**src/sv/rdmfp_pkg.sv**
```systemverilog
// Package for the RDM frame parser: result layout and frame offsets.
package rdmfp_pkg;

  localparam int unsigned IdxW = 9;
  localparam logic [IdxW-1:0] IdxMax = '1;

  localparam logic [IdxW-1:0] OfsLength  = 9'd2;
  localparam logic [IdxW-1:0] OfsDest    = 9'd3;
  localparam logic [IdxW-1:0] OfsSrc     = 9'd9;
  localparam logic [IdxW-1:0] OfsTn      = 9'd15;
  localparam logic [IdxW-1:0] OfsRespTyp = 9'd16;
  localparam logic [IdxW-1:0] OfsMsgCnt  = 9'd17;
  localparam logic [IdxW-1:0] OfsSubDev  = 9'd18;
  localparam logic [IdxW-1:0] OfsCmdCls  = 9'd20;
  localparam logic [IdxW-1:0] OfsPid     = 9'd21;
  localparam logic [IdxW-1:0] OfsPdl     = 9'd23;
  localparam logic [IdxW-1:0] OfsPd      = 9'd24;
  localparam int unsigned UidBytes = 6;

  // Packed from MSB down; dest_uid lands in the lowest bits.
  typedef struct packed {
    logic [6:0]  pad;
    logic        checksum_ok;
    logic [15:0] checksum_expected;
    logic [7:0]  frame_length;
    logic [7:0]  param_data_length;
    logic [15:0] parameter_id;
    logic [7:0]  command_class;
    logic [15:0] sub_device;
    logic [7:0]  message_count;
    logic [7:0]  response_type;
    logic [7:0]  transaction_number;
    logic [47:0] src_uid;
    logic [47:0] dest_uid;
  } result_t;

  localparam int unsigned ResultW = $bits(result_t);

endpackage

```
**src/sv/rdmfp_parse.sv**
```systemverilog
// Frame state, header capture and checksum accumulation, one byte per step.
module rdmfp_parse (
  input  logic                    clk,
  input  logic                    rst,
  input  logic                    step,
  input  logic [7:0]              data_byte,
  input  logic                    frame_start,
  output logic                    done,
  output rdmfp_pkg::result_t      result
);

  logic [rdmfp_pkg::IdxW-1:0] byte_index, byte_index_next;
  logic                       frame_active, frame_active_next;
  logic [15:0] running_sum, running_sum_next;
  logic [7:0]  length_reg, length_reg_next;
  logic [7:0]  pdl_reg, pdl_reg_next;
  logic [47:0] dest_reg, dest_reg_next;
  logic [47:0] src_reg, src_reg_next;
  logic [7:0]  tn_reg, tn_reg_next;
  logic [7:0]  rt_reg, rt_reg_next;
  logic [7:0]  mc_reg, mc_reg_next;
  logic [7:0]  cc_reg, cc_reg_next;
  logic [15:0] subdev_reg, subdev_reg_next;
  logic [15:0] pid_reg, pid_reg_next;
  logic [7:0]  checksum_high, checksum_high_next;

  logic [rdmfp_pkg::IdxW-1:0] idx, pos_pd, pos_len, pos;
  logic                       live;

  always_comb begin
    live = frame_start || frame_active;
    idx  = frame_start ? '0 : byte_index;
    running_sum_next   = frame_start ? '0 : running_sum;
    length_reg_next    = frame_start ? '0 : length_reg;
    pdl_reg_next       = frame_start ? '0 : pdl_reg;
    dest_reg_next      = frame_start ? '0 : dest_reg;
    src_reg_next       = frame_start ? '0 : src_reg;
    tn_reg_next        = frame_start ? '0 : tn_reg;
    rt_reg_next        = frame_start ? '0 : rt_reg;
    mc_reg_next        = frame_start ? '0 : mc_reg;
    cc_reg_next        = frame_start ? '0 : cc_reg;
    subdev_reg_next    = frame_start ? '0 : subdev_reg;
    pid_reg_next       = frame_start ? '0 : pid_reg;
    checksum_high_next = frame_start ? '0 : checksum_high;

    pos_pd  = rdmfp_pkg::OfsPd + {1'b0, pdl_reg_next};
    pos_len = {1'b0, length_reg_next};
    pos     = (pos_len > pos_pd) ? pos_len : pos_pd;

    result.pad                = '0;
    result.dest_uid           = dest_reg_next;
    result.src_uid            = src_reg_next;
    result.transaction_number = tn_reg_next;
    result.response_type      = rt_reg_next;
    result.message_count      = mc_reg_next;
    result.sub_device         = subdev_reg_next;
    result.command_class      = cc_reg_next;
    result.parameter_id       = pid_reg_next;
    result.param_data_length  = pdl_reg_next;
    result.frame_length       = length_reg_next;
    result.checksum_expected  = running_sum_next;
    result.checksum_ok        = ({checksum_high_next, data_byte} == running_sum_next);

    done = 1'b0;
    frame_active_next = live;

    if (idx == rdmfp_pkg::OfsLength) begin
      length_reg_next = data_byte;
    end else if (idx >= rdmfp_pkg::OfsDest && idx < rdmfp_pkg::OfsSrc) begin
      dest_reg_next = {dest_reg_next[39:0], data_byte};
    end else if (idx >= rdmfp_pkg::OfsSrc && idx < rdmfp_pkg::OfsTn) begin
      src_reg_next = {src_reg_next[39:0], data_byte};
    end else if (idx == rdmfp_pkg::OfsTn) begin
      tn_reg_next = data_byte;
    end else if (idx == rdmfp_pkg::OfsRespTyp) begin
      rt_reg_next = data_byte;
    end else if (idx == rdmfp_pkg::OfsMsgCnt) begin
      mc_reg_next = data_byte;
    end else if (idx >= rdmfp_pkg::OfsSubDev && idx < rdmfp_pkg::OfsCmdCls) begin
      subdev_reg_next = {subdev_reg_next[7:0], data_byte};
    end else if (idx == rdmfp_pkg::OfsCmdCls) begin
      cc_reg_next = data_byte;
    end else if (idx >= rdmfp_pkg::OfsPid && idx < rdmfp_pkg::OfsPdl) begin
      pid_reg_next = {pid_reg_next[7:0], data_byte};
    end else if (idx == rdmfp_pkg::OfsPdl) begin
      pdl_reg_next = data_byte;
    end

    if (idx < rdmfp_pkg::OfsPd || idx < pos) begin
      running_sum_next = running_sum_next + {8'd0, data_byte};
    end else if (idx == pos) begin
      checksum_high_next = data_byte;
    end else if (idx == pos + 9'd1) begin
      done = live;
      frame_active_next = 1'b0;
    end

    byte_index_next = (idx == rdmfp_pkg::IdxMax) ? idx : idx + 9'd1;
  end

  always_ff @(posedge clk) begin
    if (rst) begin
      frame_active <= 1'b0;
      byte_index   <= '0;
    end else if (step && live) begin
      frame_active <= frame_active_next;
      byte_index   <= byte_index_next;
    end
  end

  always_ff @(posedge clk) begin
    if (rst) begin
      running_sum   <= '0;
      length_reg    <= '0;
      pdl_reg       <= '0;
      dest_reg      <= '0;
      src_reg       <= '0;
      tn_reg        <= '0;
      rt_reg        <= '0;
      mc_reg        <= '0;
      cc_reg        <= '0;
      subdev_reg    <= '0;
      pid_reg       <= '0;
      checksum_high <= '0;
    end else if (step && live) begin
      running_sum   <= running_sum_next;
      length_reg    <= length_reg_next;
      pdl_reg       <= pdl_reg_next;
      dest_reg      <= dest_reg_next;
      src_reg       <= src_reg_next;
      tn_reg        <= tn_reg_next;
      rt_reg        <= rt_reg_next;
      mc_reg        <= mc_reg_next;
      cc_reg        <= cc_reg_next;
      subdev_reg    <= subdev_reg_next;
      pid_reg       <= pid_reg_next;
      checksum_high <= checksum_high_next;
    end
  end

endmodule

```
**src/sv/rdm_frame_parser_checksum.sv**
```systemverilog
// Top level of the RDM frame parser with checksum check.
//
// Input stream: one frame byte per request on s_axis; tuser[0] marks the
// start code (first byte) of a frame. Output stream: one request per frame on
// m_axis, issued when the second checksum byte arrives, carrying the header
// fields, the computed 16-bit sum and the compare flag.
//
// The accepted second checksum byte passes the input register, then the
// result register, before m_axis_tvalid is raised. Throughput: one byte per
// cycle while m_axis is not stalled, set by the single parse stage; the byte
// counter and sum adder finish in it. Bytes outside a frame, trailer bytes and
// frames cut short by a new start give no output.
//
// Reset clears the frame state and both pipeline valid flags. When the
// receiver holds m_axis_tready low with a result pending, the parse stage
// stops, the input register fills and s_axis_tready then drops; nothing is
// lost or reordered.
module rdm_frame_parser_checksum (
  input  logic         clk,
  input  logic         rst,
  input  logic         s_axis_tvalid,
  output logic         s_axis_tready,
  input  logic [7:0]   s_axis_tdata,  // [7:0] data_byte
  input  logic [0:0]   s_axis_tuser,  // [0] frame_start
  output logic         m_axis_tvalid,
  input  logic         m_axis_tready,
  // [47:0] dest_uid, [95:48] src_uid, [103:96] transaction_number,
  // [111:104] response_type, [119:112] message_count, [135:120] sub_device,
  // [143:136] command_class, [159:144] parameter_id,
  // [167:160] param_data_length, [175:168] frame_length,
  // [191:176] checksum_expected, [192] checksum_ok, [199:193] zero
  output logic [199:0] m_axis_tdata
);

  logic       in_valid;
  logic [7:0] in_byte;
  logic       in_start;
  logic       advance;
  logic       step;
  logic       done;
  rdmfp_pkg::result_t result;

  assign advance       = !m_axis_tvalid || m_axis_tready;
  assign step          = in_valid && advance;
  assign s_axis_tready = !in_valid || advance;

  always_ff @(posedge clk) begin
    if (rst) begin
      in_valid <= 1'b0;
    end else if (s_axis_tready) begin
      in_valid <= s_axis_tvalid;
    end
  end

  always_ff @(posedge clk) begin
    if (s_axis_tready && s_axis_tvalid) begin
      in_byte  <= s_axis_tdata;
      in_start <= s_axis_tuser[0];
    end
  end

  rdmfp_parse u_parse (
    .clk        (clk),
    .rst        (rst),
    .step       (step),
    .data_byte  (in_byte),
    .frame_start(in_start),
    .done       (done),
    .result     (result)
  );

  always_ff @(posedge clk) begin
    if (rst) begin
      m_axis_tvalid <= 1'b0;
    end else if (advance) begin
      m_axis_tvalid <= step && done;
    end
  end

  always_ff @(posedge clk) begin
    if (step && done) begin
      m_axis_tdata <= result;
    end
  end

endmodule

```
**config.mk**
```make
export PLATFORM = sky130hd
export DESIGN_NAME = rdm_frame_parser_checksum
export DESIGN_NICKNAME = d
export VERILOG_FILES = /design/src/sv/rdmfp_pkg.sv /design/src/sv/rdmfp_parse.sv /design/src/sv/rdm_frame_parser_checksum.sv
export SDC_FILE = /design/constraint.sdc
export NUM_CORES = 1
export LEC_CHECK = 0
export ABC_AREA = 1
export CORE_ASPECT_RATIO = 1.5
export CORE_UTILIZATION = 40
export CTS_CLUSTER_SIZE = 20
export DETAILED_ROUTE_END_ITERATION = 7
export DONT_BUFFER_PORTS = 1
export HOLD_SLACK_MARGIN = 0.12
export PLACE_DENSITY_LB_ADDON = 0.3
export RECOVER_POWER = 50
export REMOVE_ABC_BUFFERS = 1
export SLEW_MARGIN = 15
export SYNTH_ARGS = -nofsm -noshare
export SYNTH_HDL_FRONTEND = slang
export SYNTH_SLANG_ARGS = --single-unit
```
**constraint.sdc**
```tcl
create_clock -name clk -period 7.05 [get_ports clk]
set_clock_uncertainty 0.1 [all_clocks]
set_input_delay 1.41 -clock clk [delete_from_list [all_inputs] [get_ports clk]]
set_output_delay 1.41 -clock clk [all_outputs]
set_load 0.01 [all_outputs]
```
==> run summary <==
fin area: 20,350 µm²
VDD IR max: 174.5 µV
nature of the critical path endpoint: flip-flop
Synth cell types: 53
status: finished, final reports clean
Avg Cell Area, Syn: 8.611 µm²
DR pass1 iterations: 5
die height: 266.6 µm
Post-CTS Resized: 0
clk sinks: 414
first-pass GRT wire length: 75.22 mm
DRC errors left: 0
Max-slew headroom: 35.67%
die area: 47,560 µm²
Synth warnings: 0
antenna-violating nets left: 0
Leakage: 8.239 nW
critical path peak fanout: 88
most numerous cell in the Yosys netlist: nand2_1
Bufs on Longest Clock Path: 3
initial core utilization: 40.68%
Synth async-reset ratio: 0%
CTS tree: done
fmax: 172.2 MHz
Synth-to-Final Area Change: 9.021%
Post-Route WL: 48.38 mm
largest stage delay on the critical path: 0.53 ns
Rows: 96
Post-synth EDFFs: 202
Buf/Inv on CP: 5
vias per inst: 5.245
RSZ-0062 raised after global routing: false
Fin Setup TNS: 0 ns
Die W: 178.4 µm
max FFs per register: 193
total congestion overflow: 0
Crit path required time: 7.18 ns
DP Area: 18,980 µm²
final hold violation count: 0
delay-heaviest family, CP: simple AND/OR/NAND/NOR gates
DP HPWL: 31.02 mm
slowest CP cell: inv_8
Total GRT Usage: 20.18%
Post-Synthesis Cells: 2,168
fin nets: 2,144
Wirelength per Cell: 17.77 µm
CTS root buffer: clkbuf_16
Final Critical Period: 5.806 ns
CTS clk-pin slew, worst paths: 0.06 ns
H-tree levels: 2
vias in the first global route: 13,741
PwrDens: 243.7 nW/µm²
pin count of the biggest net entering global routing: 205
worst min-delay path class: flip-flop to flip-flop
CP Class: flip-flop to flip-flop
ranking of synthesized cells by area: edfxtp_1, dfxtp_1, a21oi_1, nand2_1, inv_1
Yosys top cell area share: 32.49%
MaxCap Viol Count: 0
routability congestion estimate: 0.8627
max-slew violations: 0
CP most frequent cell: nand2_1
pre-CTS setup slack: 1.183 ns
Mapped Area: 18,670 µm²
register area share after synthesis: 55.23%
Core Footprint: 45,880 µm²
CTS buffer count: 42
predominant post-synthesis flop cell: dfxtp_1
Synth Register Bits: 414
DRT iter0 DRCs: 1,022
via count: 14,282
Setup WS post-layout: 1.244 ns
IO buf count: 0
Worst Path Arrival: 5.93 ns
post-synth top area cell: edfxtp_1
total power: 4.960 mW
top cells by count, synth: nand2_1, a21oi_1, inv_1
Clock Latency Late Sink: 0.57 ns
Final Core Density: 44.36%
cts hold-fix bufs: 0
IO Count: 215
Slew @ Worst Pin: 0.9649 ns
fin crit share: 82.36%
final setup violation count: 0
Setup Fix Bufs, Post-CTS: 0
layout cell share with drive strength beyond 1: 5.764%
Setup crit start kind: flip-flop
initial antenna violation count: 5
[cell type report]
cell class | instances | area, µm²
Antenna cell | 1 | 2.502
Clock buffer | 62 | 1219
Clock inverter | 16 | 157.7
Fill cell | 4411 | 25530
Inverter | 292 | 1116
Multi-Input combinational cell | 1338 | 6671
Sequential cell | 414 | 10310
Tap cell | 588 | 735.7
Timing Repair Buffer | 12 | 140.1
[final timing paths]
kind	start	to	slack, ns	cells after the start
worst max-delay path	in_start	m_axis_tdata[45]	1.24	30
worst min-delay path	u_parse.dest_reg[18]	u_parse.dest_reg[18]	0.36	2
worst max register to register	in_start	m_axis_tdata[45]	1.24	30
worst min register to register	u_parse.dest_reg[18]	u_parse.dest_reg[18]	0.36	2
[cell families after synthesis]
group / Yosys count / share of synthesized area, %
compound gates: 626 / 17.79
xor+xnor: 12 / 0.5631
fa+ha+maj: 31 / 2.118
buf+inv: 422 / 9.189
flops: 414 / 55.23
other cells: 1 / 0.02009
simple gates: 662 / 15.09
[routing by layer]
metal  vias up  global-route usage (%)  part of all wire, %
li1       7085                       -                    -
met1      6686                   23.13                   40
met2       409                   35.30                   49
met3        96                   5.456                  6.9
met4         6                   7.673                  3.4
met5         -                       0                0.070
[worst register-to-register path, delay by kind of cell, from the launching register on]
family / cells / cell delay, ns
AOI/OAI and AO/OA: 3 / 0.39
DFF: 1 / 0.52
adders and majority gates: 2 / 0.58
buffers and inverters: 5 / 1.33
and+or+nand+nor: 20 / 2.49
[through the flow]
stage | std cells | hold WS [ns]
after floorplan | 2044 | 0.3393
after global placement | 2644 | 0.3470
after detailed placement | 2644 | 0.3495
after CTS | 2722 | 0.3593
after global routing | 2723 | 0.3678
final | 2723 | 0.3570
[layout by cell type, fill, tap and decap left out, types with 3 or more instances in the layout]
cell	count
nand2_1	447
a21oi_1	358
inv_1	279
dfxtp_1	212
edfxtp_1	202
nor2_1	110
o21ai_0	105
o21ai_1	96
clkbuf_16	43
o211ai_1	41
nand3_1	38
ha_1	30
nand4_1	11
clkbuf_1	11
nor3_1	10
xor2_1	9
inv_2	9
buf_4	8
nand2_2	7
conb_1	7
clkbuf_8	7
o22ai_1	6
nor4_1	6
nor2_4	5
nor2_2	5
clkinv_2	5
nand3_2	4
a221oi_1	4
a211oi_1	4
nor3b_1	4
clkinv_1	4
buf_12	4
xnor2_1	3
[power by group]
| part | leakage, nW | total, mW | internal [mW] | switching (mW) |
|---|---|---|---|---|
| clock network | 0.674 | 2.22 | 1.28 | 0.940 |
| logic | 3.70 | 0.204 | 0.0496 | 0.154 |
| registers | 3.87 | 2.54 | 2.52 | 0.0178 |
| total | 8.24 | 4.96 | 3.85 | 1.11 |
Power figures use the tool's default switching activity.
